==> config.mk <==
export PLATFORM = sky130hd
export DESIGN_NAME = obstacle_avoid_motor_sequencer
export DESIGN_NICKNAME = d
export VERILOG_FILES = /design/src/rtl/oams_pkg.sv /design/src/rtl/obstacle_avoid_motor_sequencer.sv
export SDC_FILE = /design/constraint.sdc
export NUM_CORES = 1
export LEC_CHECK = 0
export ABC_AREA = 1
export BUFFER_PORTS_ARGS = -buffer_cell sky130_fd_sc_hd__buf_2
export CAP_MARGIN = 20
export CORE_ASPECT_RATIO = 1.25
export CORE_MARGIN = 2
export CORE_UTILIZATION = 57
export CTS_CLUSTER_DIAMETER = 40
export CTS_CLUSTER_SIZE = 40
export DETAILED_ROUTE_END_ITERATION = 6
export PLACE_DENSITY_LB_ADDON = 0.15
export SYNTH_ARGS = -nofsm -noshare
export SYNTH_HDL_FRONTEND = slang
export SYNTH_SLANG_ARGS = --single-unit
==> constraint.sdc <==
create_clock -name clk -period 3.15 [get_ports clk]
set_input_delay 0.63 -clock clk [delete_from_list [all_inputs] [get_ports clk]]
set_output_delay 0.63 -clock clk [all_outputs]
set_load 0.01 [all_outputs]
==> src/rtl/oams_pkg.sv <==
`timescale 1ns / 1ps
`default_nettype none

package oams_pkg;

  typedef enum logic [3:0] {
    PH_WAIT       = 4'd0,
    PH_FWD        = 4'd1,
    PH_ESC_REV    = 4'd2,
    PH_ESC_TURN   = 4'd3,
    PH_SHORT_REV  = 4'd4,
    PH_TURN_CLEAR = 4'd5,
    PH_EXTRA      = 4'd6,
    PH_REV_CLEAR  = 4'd7,
    PH_TIMED_TURN = 4'd8,
    PH_PAUSE      = 4'd9
  } phase_t;

  typedef enum logic [3:0] {
    CL_NONE = 4'd0,
    CL_N    = 4'd1,
    CL_NW   = 4'd2,
    CL_NE   = 4'd3,
    CL_E    = 4'd4,
    CL_W    = 4'd5,
    CL_SL   = 4'd6,
    CL_SR   = 4'd7,
    CL_SUR  = 4'd8
  } class_t;

  localparam logic [7:0] PINS_STOP  = 8'h00;
  localparam logic [7:0] PINS_FWD   = 8'h66;
  localparam logic [7:0] PINS_REV   = 8'h99;
  localparam logic [7:0] PINS_LEFT  = 8'h55;
  localparam logic [7:0] PINS_RIGHT = 8'hAA;

  localparam int unsigned CFG_IDX_W  = 3;
  localparam int unsigned CFG_DATA_W = 16;

  localparam logic [CFG_IDX_W-1:0] CFG_SHORT_REV   = 3'd0;
  localparam logic [CFG_IDX_W-1:0] CFG_LONG_REV    = 3'd1;
  localparam logic [CFG_IDX_W-1:0] CFG_EXTRA_TURN  = 3'd2;
  localparam logic [CFG_IDX_W-1:0] CFG_QUARTER     = 3'd3;
  localparam logic [CFG_IDX_W-1:0] CFG_HALF        = 3'd4;
  localparam logic [CFG_IDX_W-1:0] CFG_REPEAT_WIN  = 3'd5;
  localparam logic [CFG_IDX_W-1:0] CFG_SETTLE      = 3'd6;

  localparam logic [CFG_DATA_W-1:0] RST_SHORT_REV  = 16'd150;
  localparam logic [CFG_DATA_W-1:0] RST_LONG_REV   = 16'd200;
  localparam logic [CFG_DATA_W-1:0] RST_EXTRA_TURN = 16'd300;
  localparam logic [CFG_DATA_W-1:0] RST_QUARTER    = 16'd400;
  localparam logic [CFG_DATA_W-1:0] RST_HALF       = 16'd450;
  localparam logic [CFG_DATA_W-1:0] RST_REPEAT_WIN = 16'd500;
  localparam logic [CFG_DATA_W-1:0] RST_SETTLE     = 16'd500;

  // Sorts an obstacle from the five sensors and the previous class.
  function automatic class_t classify(input logic f, input logic l, input logic r,
                                      input logic sl, input logic sr,
                                      input class_t last);
    class_t c;
    c = CL_NONE;
    priority if ((f && !r && !l) || (r && l)) begin
      priority if (!sr && !sl) c = CL_N;
      else if (sr && sl) c = CL_SUR;
      else if (sl) c = (last == CL_SR) ? CL_SUR : CL_SL;
      else c = (last == CL_SL) ? CL_SUR : CL_SR;
    end else if (r && !l) begin
      priority if (!sr && !sl) c = CL_NE;
      else if (sr && !sl) c = CL_E;
      else c = CL_SUR;
    end else if (l && !r) begin
      priority if (!sr && !sl) c = CL_NW;
      else if (sl && !sr) c = CL_W;
      else c = CL_SUR;
    end else begin
      c = CL_NONE;
    end
    return c;
  endfunction

endpackage

`default_nettype wire

==> src/rtl/obstacle_avoid_motor_sequencer.sv <==
`timescale 1ns / 1ps
`default_nettype none
// Obstacle avoidance motor sequencer.
// Each beat on the in_ channel is one millisecond tick carrying the five IR
// blocked flags and the start button level. For every input beat the block
// produces exactly one beat on the out_ channel with the eight motor pins,
// the class of the latest obstacle and the phase after that tick.
// The result is held in the single result register and appears in the
// cycle after the input beat is accepted; while the receiver takes each
// result, a new input beat can be accepted in every cycle, one tick per cycle.
// When the receiver stalls, the result waits in the output register and
// in_tready falls until it is taken; input beats then wait upstream.
// Timing registers are written over the cfg_ channel, which is always ready;
// they should only be changed while no tick is in flight.
// Reset returns the sequencer to the waiting phase with the tick counter,
// the obstacle history and the timer cleared, the timing registers back at
// their default values and the output register empty.
module obstacle_avoid_motor_sequencer
  import oams_pkg::*;
#(
  parameter int unsigned DURATION_WIDTH = 16,
  parameter int unsigned TICK_WIDTH     = 32
) (
  input  wire logic                  clk,
  input  wire logic                  rst_n,
  input  wire logic                  in_tvalid,
  output      logic                  in_tready,
  // [0] front_blocked, [1] left_blocked, [2] right_blocked,
  // [3] side_left_blocked, [4] side_right_blocked, [5] start_button, [7:6] zero
  input  wire logic [7:0]            in_tdata,
  output      logic                  out_tvalid,
  input  wire logic                  out_tready,
  // [7:0] motor_pins, [11:8] obstacle_class, [15:12] phase_code
  output      logic [15:0]           out_tdata,
  input  wire logic                  cfg_valid,
  output      logic                  cfg_ready,
  input  wire logic [CFG_IDX_W-1:0]  cfg_index,
  input  wire logic [CFG_DATA_W-1:0] cfg_data
);

  typedef struct packed {
    phase_t                    ph;
    logic [DURATION_WIDTH-1:0] tmr;
    logic                      tl;
  } plan_t;

  logic [CFG_DATA_W-1:0] short_rev_r, long_rev_r, extra_turn_r, quarter_r;
  logic [CFG_DATA_W-1:0] half_r, repeat_win_r, settle_r;

  phase_t                    phase_r, phase_nxt;
  logic [DURATION_WIDTH-1:0] timer_r, timer_nxt;
  logic [TICK_WIDTH-1:0]     tick_r, last_time_r, last_time_nxt;
  class_t                    last_class_r, last_class_nxt;
  class_t                    cur_class_r, cur_class_nxt;
  logic                      turn_left_r, turn_left_nxt;

  logic        out_valid_r;
  logic [15:0] out_data_r;
  logic [7:0]  pins_nxt;

  logic f, l, r, sl, sr, start;
  logic in_fire, any_front, parity_left, tmr_done;
  logic [DURATION_WIDTH-1:0] tmr_dec;
  logic [TICK_WIDTH-1:0]     fc_diff;
  class_t                    fc_class;
  plan_t                     fc_plan, bc_plan, cur_plan, plan;
  logic                      fc_hit;

  function automatic plan_t begin_plan(input class_t c, input plan_t cur,
                                       input logic [DURATION_WIDTH-1:0] srev,
                                       input logic [DURATION_WIDTH-1:0] settle);
    plan_t p;
    p = cur;
    unique case (c)
      CL_N, CL_W, CL_E: begin
        p.ph  = PH_SHORT_REV;
        p.tmr = srev;
      end
      CL_NW: begin
        p.ph = PH_TURN_CLEAR;
        p.tl = 1'b0;
      end
      CL_NE: begin
        p.ph = PH_TURN_CLEAR;
        p.tl = 1'b1;
      end
      CL_SL, CL_SR, CL_SUR: p.ph = PH_REV_CLEAR;
      default: begin
        p.ph  = PH_PAUSE;
        p.tmr = settle;
      end
    endcase
    return p;
  endfunction

  assign f     = in_tdata[0];
  assign l     = in_tdata[1];
  assign r     = in_tdata[2];
  assign sl    = in_tdata[3];
  assign sr    = in_tdata[4];
  assign start = in_tdata[5];

  assign in_tready = !out_valid_r || out_tready;
  assign in_fire   = in_tvalid && in_tready;
  assign cfg_ready = 1'b1;

  assign any_front   = f || l || r;
  assign parity_left = ~tick_r[0];
  assign tmr_done    = timer_r <= DURATION_WIDTH'(1);
  assign tmr_dec     = timer_r - DURATION_WIDTH'(1);

  assign cur_plan = '{ph: phase_r, tmr: timer_r, tl: turn_left_r};
  assign fc_class = classify(f, l, r, sl, sr, last_class_r);
  assign fc_diff  = tick_r - last_time_r;
  assign fc_hit   = fc_diff <= TICK_WIDTH'(repeat_win_r);

  always_comb begin
    bc_plan = begin_plan(cur_class_r, cur_plan, DURATION_WIDTH'(short_rev_r),
                         DURATION_WIDTH'(settle_r));
    if (!any_front) begin
      fc_plan    = cur_plan;
      fc_plan.ph = PH_FWD;
    end else if (fc_hit) begin
      fc_plan     = cur_plan;
      fc_plan.ph  = PH_ESC_REV;
      fc_plan.tmr = DURATION_WIDTH'(long_rev_r);
    end else begin
      fc_plan = begin_plan(fc_class, cur_plan, DURATION_WIDTH'(short_rev_r),
                           DURATION_WIDTH'(settle_r));
    end
  end

  // Next state
  always_comb begin
    logic run_fc;
    run_fc         = 1'b0;
    plan           = cur_plan;
    last_time_nxt  = last_time_r;
    last_class_nxt = last_class_r;
    cur_class_nxt  = cur_class_r;

    unique case (phase_r)
      PH_WAIT: run_fc = start;
      PH_FWD:  run_fc = 1'b1;
      PH_ESC_REV: begin
        if (tmr_done) begin
          plan = '{ph: PH_ESC_TURN, tmr: DURATION_WIDTH'(half_r), tl: parity_left};
        end else begin
          plan.tmr = tmr_dec;
        end
      end
      PH_ESC_TURN: begin
        if (tmr_done) begin
          plan = bc_plan;
        end else begin
          plan.tmr = tmr_dec;
        end
      end
      PH_SHORT_REV: begin
        if (tmr_done) begin
          priority if (cur_class_r == CL_N) begin
            plan.ph = PH_TURN_CLEAR;
            plan.tl = parity_left;
          end else if (cur_class_r == CL_W || cur_class_r == CL_E) begin
            plan = '{ph: PH_TIMED_TURN, tmr: DURATION_WIDTH'(quarter_r),
                     tl: (cur_class_r == CL_E)};
          end else begin
            plan.ph  = PH_PAUSE;
            plan.tmr = DURATION_WIDTH'(settle_r);
          end
        end else begin
          plan.tmr = tmr_dec;
        end
      end
      PH_TURN_CLEAR: begin
        if (!(turn_left_r ? r : l)) begin
          plan.ph  = PH_EXTRA;
          plan.tmr = DURATION_WIDTH'(extra_turn_r);
        end
      end
      PH_EXTRA, PH_TIMED_TURN: begin
        if (tmr_done) begin
          plan.ph  = PH_PAUSE;
          plan.tmr = DURATION_WIDTH'(settle_r);
        end else begin
          plan.tmr = tmr_dec;
        end
      end
      PH_REV_CLEAR: begin
        if (!(any_front && sl && sr)) begin
          plan.ph  = PH_TIMED_TURN;
          plan.tmr = DURATION_WIDTH'(quarter_r);
          priority if (cur_class_r == CL_SL) plan.tl = 1'b0;
          else if (cur_class_r == CL_SR) plan.tl = 1'b1;
          else plan.tl = parity_left;
        end
      end
      PH_PAUSE: begin
        if (tmr_done) begin
          run_fc = 1'b1;
        end else begin
          plan.tmr = tmr_dec;
        end
      end
      default: plan.ph = PH_WAIT;
    endcase

    if (run_fc) begin
      plan = fc_plan;
      if (any_front) begin
        cur_class_nxt  = fc_class;
        last_class_nxt = fc_class;
        last_time_nxt  = tick_r;
      end
    end

    phase_nxt     = plan.ph;
    timer_nxt     = plan.tmr;
    turn_left_nxt = plan.tl;
  end

  // Outputs
  always_comb begin
    unique case (phase_nxt)
      PH_FWD: pins_nxt = PINS_FWD;
      PH_ESC_REV, PH_SHORT_REV, PH_REV_CLEAR: pins_nxt = PINS_REV;
      PH_ESC_TURN, PH_TURN_CLEAR, PH_EXTRA, PH_TIMED_TURN:
        pins_nxt = turn_left_nxt ? PINS_LEFT : PINS_RIGHT;
      default: pins_nxt = PINS_STOP;
    endcase
  end

  always_ff @(posedge clk) begin
    if (!rst_n) begin
      short_rev_r  <= RST_SHORT_REV;
      long_rev_r   <= RST_LONG_REV;
      extra_turn_r <= RST_EXTRA_TURN;
      quarter_r    <= RST_QUARTER;
      half_r       <= RST_HALF;
      repeat_win_r <= RST_REPEAT_WIN;
      settle_r     <= RST_SETTLE;
    end else if (cfg_valid && cfg_ready) begin
      unique case (cfg_index)
        CFG_SHORT_REV:  short_rev_r  <= cfg_data;
        CFG_LONG_REV:   long_rev_r   <= cfg_data;
        CFG_EXTRA_TURN: extra_turn_r <= cfg_data;
        CFG_QUARTER:    quarter_r    <= cfg_data;
        CFG_HALF:       half_r       <= cfg_data;
        CFG_REPEAT_WIN: repeat_win_r <= cfg_data;
        CFG_SETTLE:     settle_r     <= cfg_data;
        default: ;
      endcase
    end
  end

  always_ff @(posedge clk) begin
    if (!rst_n) begin
      phase_r      <= PH_WAIT;
      timer_r      <= '0;
      tick_r       <= '0;
      last_time_r  <= '0;
      last_class_r <= CL_NONE;
      cur_class_r  <= CL_NONE;
      turn_left_r  <= 1'b0;
    end else if (in_fire) begin
      phase_r      <= phase_nxt;
      timer_r      <= timer_nxt;
      tick_r       <= tick_r + TICK_WIDTH'(1);
      last_time_r  <= last_time_nxt;
      last_class_r <= last_class_nxt;
      cur_class_r  <= cur_class_nxt;
      turn_left_r  <= turn_left_nxt;
    end
  end

  always_ff @(posedge clk) begin
    if (!rst_n) begin
      out_valid_r <= 1'b0;
    end else if (in_fire) begin
      out_valid_r <= 1'b1;
    end else if (out_tready) begin
      out_valid_r <= 1'b0;
    end
  end

  always_ff @(posedge clk) begin
    if (in_fire) begin
      out_data_r <= {phase_nxt, cur_class_nxt, pins_nxt};
    end
  end

  assign out_tvalid = out_valid_r;
  assign out_tdata  = out_data_r;

endmodule

`default_nettype wire

[Word level (Yosys, flattened, before mapping)]
Cells that the tools add are included.
Storage, ports and cells
  register bits after elaboration: 222
  input bits: 32
  output and inout bits: 19
  logic and storage cells: 171
Operators by class
  $add $sub $neg: 3
  magnitude comparators: 2
  equality and inequality tests: 48
  mux-type cells: 54
  bitwise operators: 1
  reduce and logical (&&, ||, !) cells: 47
Operators by type and width (count)
  16-bit case mux with 7 select lines: 1
  16-bit 2-to-1 mux: 6
  21-bit 2-to-1 mux: 4
  4-bit 2-to-1 mux: 19
  4-bit by 3-bit equality test with 1-bit output, second input constant: 18
  16-bit case mux with 2 select lines: 2
  32-bit by 1-bit adder with 32-bit output, second input constant: 1
  4-bit by 2-bit equality test with 1-bit output, second input constant: 8
  32-bit by 16-bit <= comparator with 1-bit output: 1
  32-bit subtractor: 1
  4-bit case mux with 7 select lines: 1
  4-bit case mux with 3 select lines: 2
  8-bit case mux with 3 select lines: 1
  4-bit equality test, second input constant: 5
  20-bit 2-to-1 mux: 1
  3-bit OR reduction: 6
  17-bit 2-to-1 mux: 1
  4-bit by 1-bit equality test with 1-bit output, second input constant: 4
  16-bit by 1-bit <= comparator with 1-bit output, second input constant: 1
  16-bit by 1-bit subtractor with 16-bit output, second input constant: 1
  2-bit AND reduction: 7
  1-bit logical AND: 12
  3-bit != test, second input constant: 4
  1-bit 2-to-1 mux: 11
  21 further kinds: 37

[Depth between registers and ports, before layout]
  depth in word-level cells: 16
  mapped depth: 31

[Worst setup path before layout]
Ideal clock, no wire load.
  path kind: reg2reg
  from: register tick_r[0]
  to: register out_data_r[4], in the netlist out_tdata[4], data pin
  library setup time: 0.259 ns
  arrival time: 3.176 ns
  slack: -0.285 ns
  stages on the path, launching flop included: 29
  buffers on the path: 0
  path through: dfxtp_1 > inv_2 > ha_1 > fa_1 > inv_1 > nand2_1 > a21oi_1 > nand2_1 > nand3_1 > xor2_1 > ha_1 > nand4_1 > a21oi_1 > nor2_1 > nand2_1 > nand2_1 > nand3_1 > nor2_1 > nand3_1 > nor2_1 > nand2_2 > nand2_1 > nand2_1 > nand2_2 > inv_2 > nand3_1 > nand2_1 > o21ai_1 > nand2_1
Between the ends
  longest elaborated chain between the ends: 8
RTL lines
  start: declaration: line obstacle_avoid_motor_sequencer.sv:52  | logic [TICK_WIDTH-1:0] tick_r, last_time_r, last_time_nxt;
  start signal: assignment: line obstacle_avoid_motor_sequencer.sv:268  | tick_r <= tick_r + TICK_WIDTH'(1);
  1-bit NOT (*): line obstacle_avoid_motor_sequencer.sv:108  | assign parity_left = ~tick_r[0];
  net parity_left: line obstacle_avoid_motor_sequencer.sv:62  | logic in_fire, any_front, parity_left, tmr_done;
  1-bit 2-to-1 mux: line obstacle_avoid_motor_sequencer.sv:194  | else if (cur_class_r == CL_SR) plan.tl = 1'b1;
  1-bit 2-to-1 mux: line obstacle_avoid_motor_sequencer.sv:193  | priority if (cur_class_r == CL_SL) plan.tl = 1'b0;
  21-bit 2-to-1 mux: line obstacle_avoid_motor_sequencer.sv:190  | if (!(any_front && sl && sr)) begin
  1-bit case mux with 4 select lines (*): line obstacle_avoid_motor_sequencer.sv:142  | unique case (phase_r)
  21-bit 2-to-1 mux (*): line obstacle_avoid_motor_sequencer.sv:208  | if (run_fc) begin
  8-bit 2-to-1 mux (*): line obstacle_avoid_motor_sequencer.sv:228  | pins_nxt = turn_left_nxt ? PINS_LEFT : PINS_RIGHT;
  8-bit case mux with 3 select lines (*): line obstacle_avoid_motor_sequencer.sv:224  | unique case (phase_nxt)
  end signal: assignment: line obstacle_avoid_motor_sequencer.sv:288  | out_data_r <= {phase_nxt, cur_class_nxt, pins_nxt};
  end: declaration: line obstacle_avoid_motor_sequencer.sv:58  | logic [15:0] out_data_r;
The timed path passes the listed nets; every way through them passes the cells marked *. The select of a mux whose other input is x is not followed.
A chain may end at the register's enable or synchronous reset.

[Final worst setup path]
  from: register tick_r[0]
  to: register timer_r[3]
Between the ends
  longest elaborated chain between the ends: 5
RTL lines
  32-bit subtractor (*): line obstacle_avoid_motor_sequencer.sv:114  | assign fc_diff = tick_r - last_time_r;
  32-bit by 16-bit <= comparator with 1-bit output (*): line obstacle_avoid_motor_sequencer.sv:115  | assign fc_hit = fc_diff <= TICK_WIDTH'(repeat_win_r);
  parallel branches: the longest is 3 deep, another holds 9-bit AND reduction
  end signal: assignment: line obstacle_avoid_motor_sequencer.sv:267  | timer_r <= timer_nxt;
  end: declaration: line obstacle_avoid_motor_sequencer.sv:51  | logic [DURATION_WIDTH-1:0] timer_r, timer_nxt;
Every way passes the cells marked *. The select of a mux whose other input is x is not followed.

==> results.md <==
* Post-DP HPWL at 32500 um
* Antenna violations before repair at 1
* Delay of the slowest critical-path stage at about 370 ps
* Peak Freq at 271 MHz
* CP max stage cell: fa_2
* P per Cell Area at 585 nW/um^2
* Worst Reg2Reg Path Length in Cells at 25
* Peak VDD IR at about 0.6 mV
* Synth warn at 0
* Hold crit path type: primary input to flop
* Rel. slew slack at 0.322
* Fin util at 0.712
* Root buffer cell: clkbuf_16
* Routed vias/inst at ~5.6
* Starting DRT DRC Count at around 1300
* Die footprint at about 26000 um^2
* RSZ-0062 raised after global routing: yes
* Die width at approximately 140 um
* Failing checks: negative setup slack
* Ratio of cells with drive above 1 in the final layout at 0.172
* Top cells by area, synth: dfxtp_1 30%, nand2_1 13%, inv_1 8.7%, o21ai_0 8.3%, nor2_1 6.2%
* Crit Path Category: flop to flop
* Final WS setup at -542 ps
* Sequential area share after synthesis at 0.325
* Multi-input gate area at approximately 8100 um^2
* FF-to-FF End: timer_r[3]
* FF-to-FF setup slack at -540 ps
* Placed cell count at between 2000 and 3000
* Final hold viol count at 0
* CP arrival at between 4000 and 5000 ps
* Synth top area share at 0.299
* R2r startpoint: tick_r[0]
* Async SR Flop Fraction at 0
* Register bit total from synthesis at approximately 220
* Htree depth at 2
* Ports at ~50
* Clk buf depth at 3
* Routed wire length at 46300 um
* Number of CTS-inserted buffers at 34
* TritonRoute pass-1 iters at 5
* Netlist cell types at 58
* CORE AREA at ~24000 um^2
* Critical Path Most Common Cell: nand2_2
* Setup crit end kind: flop
* Cell accounting for the most synthesized area: dfxtp_1
* Worst Path Required at about 3600 ps
* Mean Syn Cell Area at 6.44 um^2
* Largest net degree at the start of global routing at 140
* Total of max-cap violations at 0
* Vias in the first global route at ~14000
* Layout area overhead at 22.7%
* # setup viols final at 27
* Syn_nets at between 2000 and 2500
* Via count at 15000
* Nets at about 2400
* Cell area after layout at between 15000 and 20000 um^2
* GRT Total Usage at 0.358
* Post-synth EDFFs at 12
* Clock latency on the worst-skew pair at 530 ps
* Final worst path period need at roughly 3700 ps
* Placed cell area at around 15000 um^2
* Reg clk slew, reported paths at roughly 70 ps
* GRT overflow at 0
* Clock sink total at approximately 220
* Top_reg_cell synth: dfxtp_1
* Startpoint Class: flop
* Global-route wire length before repair at just over 70000 um
* WL/cell at approximately 17 um
* Final cell count without fillers at around 2700
* Synth Cell Area at approximately 14000 um^2
* Clock skew at 17.8 ps
* Worst-Margin Slew at between 1000 and 1500 ps
* Crit Path Max Fanout at 29
* Flip-flop and latch area at roughly 4500 um^2
* Drt drc at 0
* Hold Path End: out_tvalid
* Post-Synthesis Cells at around 2100
* Status: complete, but fails checks
* Period utilization at 1.17
* CTS tree: done
* Num rows at 63
* Number of port buffers at 47
* Height of the die at between 150 and 200 um
* Worst hold path startpoint: in_tvalid
* Hold path cells at 3
* Post-DRT Antenna Nets at 0
* Max Slew Vio Count at 0
* GP Congestion at around 1
* Starting Density at 0.580
* Fill cells at 2139
* Leak Pwr at 0.00781 uW
power breakdown:
| group | internal (uW) | switching, uW | total, uW |
|---|---|---|---|
| sequential | 2960 | 104 | 3060 |
| combinational | 1160 | 1890 | 3050 |
| clock | 2280 | 1530 | 3810 |
layout by cell type, fill, tap and decap left out, types with 20 or more instances in the layout:
| cell | instances |
|---|---|
| a21oi_1 | 145 |
| buf_2 | 46 |
| buf_4 | 158 |
| clkbuf_16 | 34 |
| dfxtp_1 | 201 |
| ha_1 | 35 |
| inv_1 | 317 |
| nand2_1 | 468 |
| nand2_2 | 28 |
| nand3_1 | 83 |
| nand4_1 | 20 |
| nor2_1 | 217 |
| nor3_1 | 27 |
| o211ai_1 | 64 |
| o21ai_0 | 227 |
| xor2_1 | 27 |
critical path, delay by kind of cell, from the launching register on:
family,cells,cell delay [ps]
and+or+nand+nor,12,1110
adders and majority gates,3,770
AOI/OAI and AO/OA,5,680
buffers and inverters,4,500
DFF,1,360
xor gates and xnor gates,1,170
cells by family after synthesis:
kind of cell / Yosys count / synth area share
AOI/OAI and AO/OA: 513 / 0.210
and+or+nand+nor: 906 / 0.276
other: 1 / 0.000271
buffers and inverters: 416 / 0.116
muxes: 6 / 0.00489
xor gates and xnor gates: 33 / 0.0209
adders and majority gates: 51 / 0.0467
DFF: 218 / 0.325
state kept, by name, indices dropped and copies added, names as in the netlist:
name and flops:
last_time_r 32, short_rev_r 16, last_class_r 4, out_tdata 12, long_rev_r 16, out_tvalid 1
extra_turn_r 16, turn_left_r 1, cur_class_r 4, half_r 16, phase_r 4, repeat_win_r 16
settle_r 16, tick_r 32, timer_r 16, quarter_r 16
area by class of cell:
cell class              count  share of cell area
diodes                      2            0.000295
clock buffers              37              0.0520
clock inverters            24              0.0174
inverters                 337              0.0748
multi-input cells        1510               0.478
flip-flops and latches    218               0.265
well taps                 325              0.0240
repair buffers            209              0.0886
stage by stage:
step / setup WS (ps) / power (uW) / hold WS, ps / setup TNS [ps]
6_report: -542 / 9920 / 401 / -11420
5_1_grt: -815 / 10400 / 405 / -18330
4_1_cts: -529 / 9820 / 389 / -11720
3_5_place_dp: -719 / 5940 / 444 / -15010
3_3_place_gp: -661 / 5890 / 441 / -13660
2_1_floorplan: -142 / 4940 / 425 / -558
routing by layer:
metal	wire, um	global-route usage
met4	3120	0.224
met1	17200	0.403
met3	3330	0.0583
met5	0	0
met2	22600	0.627
cells in the mapped netlist (7+ instances only):
cell	count
inv_2	14
a21oi_1	151
ha_1	50
xor2_1	28
nor3_1	28
clkbuf_1	62
a221oi_1	9
dfxtp_1	206
inv_1	320
nor4_1	8
nand4_1	20
nor2_4	7
nand3_1	90
nor2_1	229
o22ai_1	9
o211ai_1	64
o21ai_1	9
nand2_1	489
edfxtp_1	12
buf_4	7
nand2_2	7
o21ai_0	229
a31oi_1	16
repair_timing:
action | 4_1_cts | 5_1_grt
setup endpoints to repair | 27 | 30
pin swaps | 24 | 22
setup buffers | 5 | 7
hold buffers | 0 | 0
resized for setup | 30 | 46
worst max path at each step:
stage	slack (ps)	endpoint	from	depth (start not counted)
5_1_grt	-810	out_tdata[4]	last_time_r[7]	30
3_3_place_gp	-660	out_tdata[5]	last_time_r[13]	28
3_5_place_dp	-720	out_tdata[4]	last_time_r[13]	28
4_1_cts	-530	timer_r[5]	tick_r[0]	27
2_1_floorplan	-140	out_tdata[5]	tick_r[0]	27
6_report	-540	timer_r[3]	tick_r[0]	25
(Power assumes the default switching activity.)
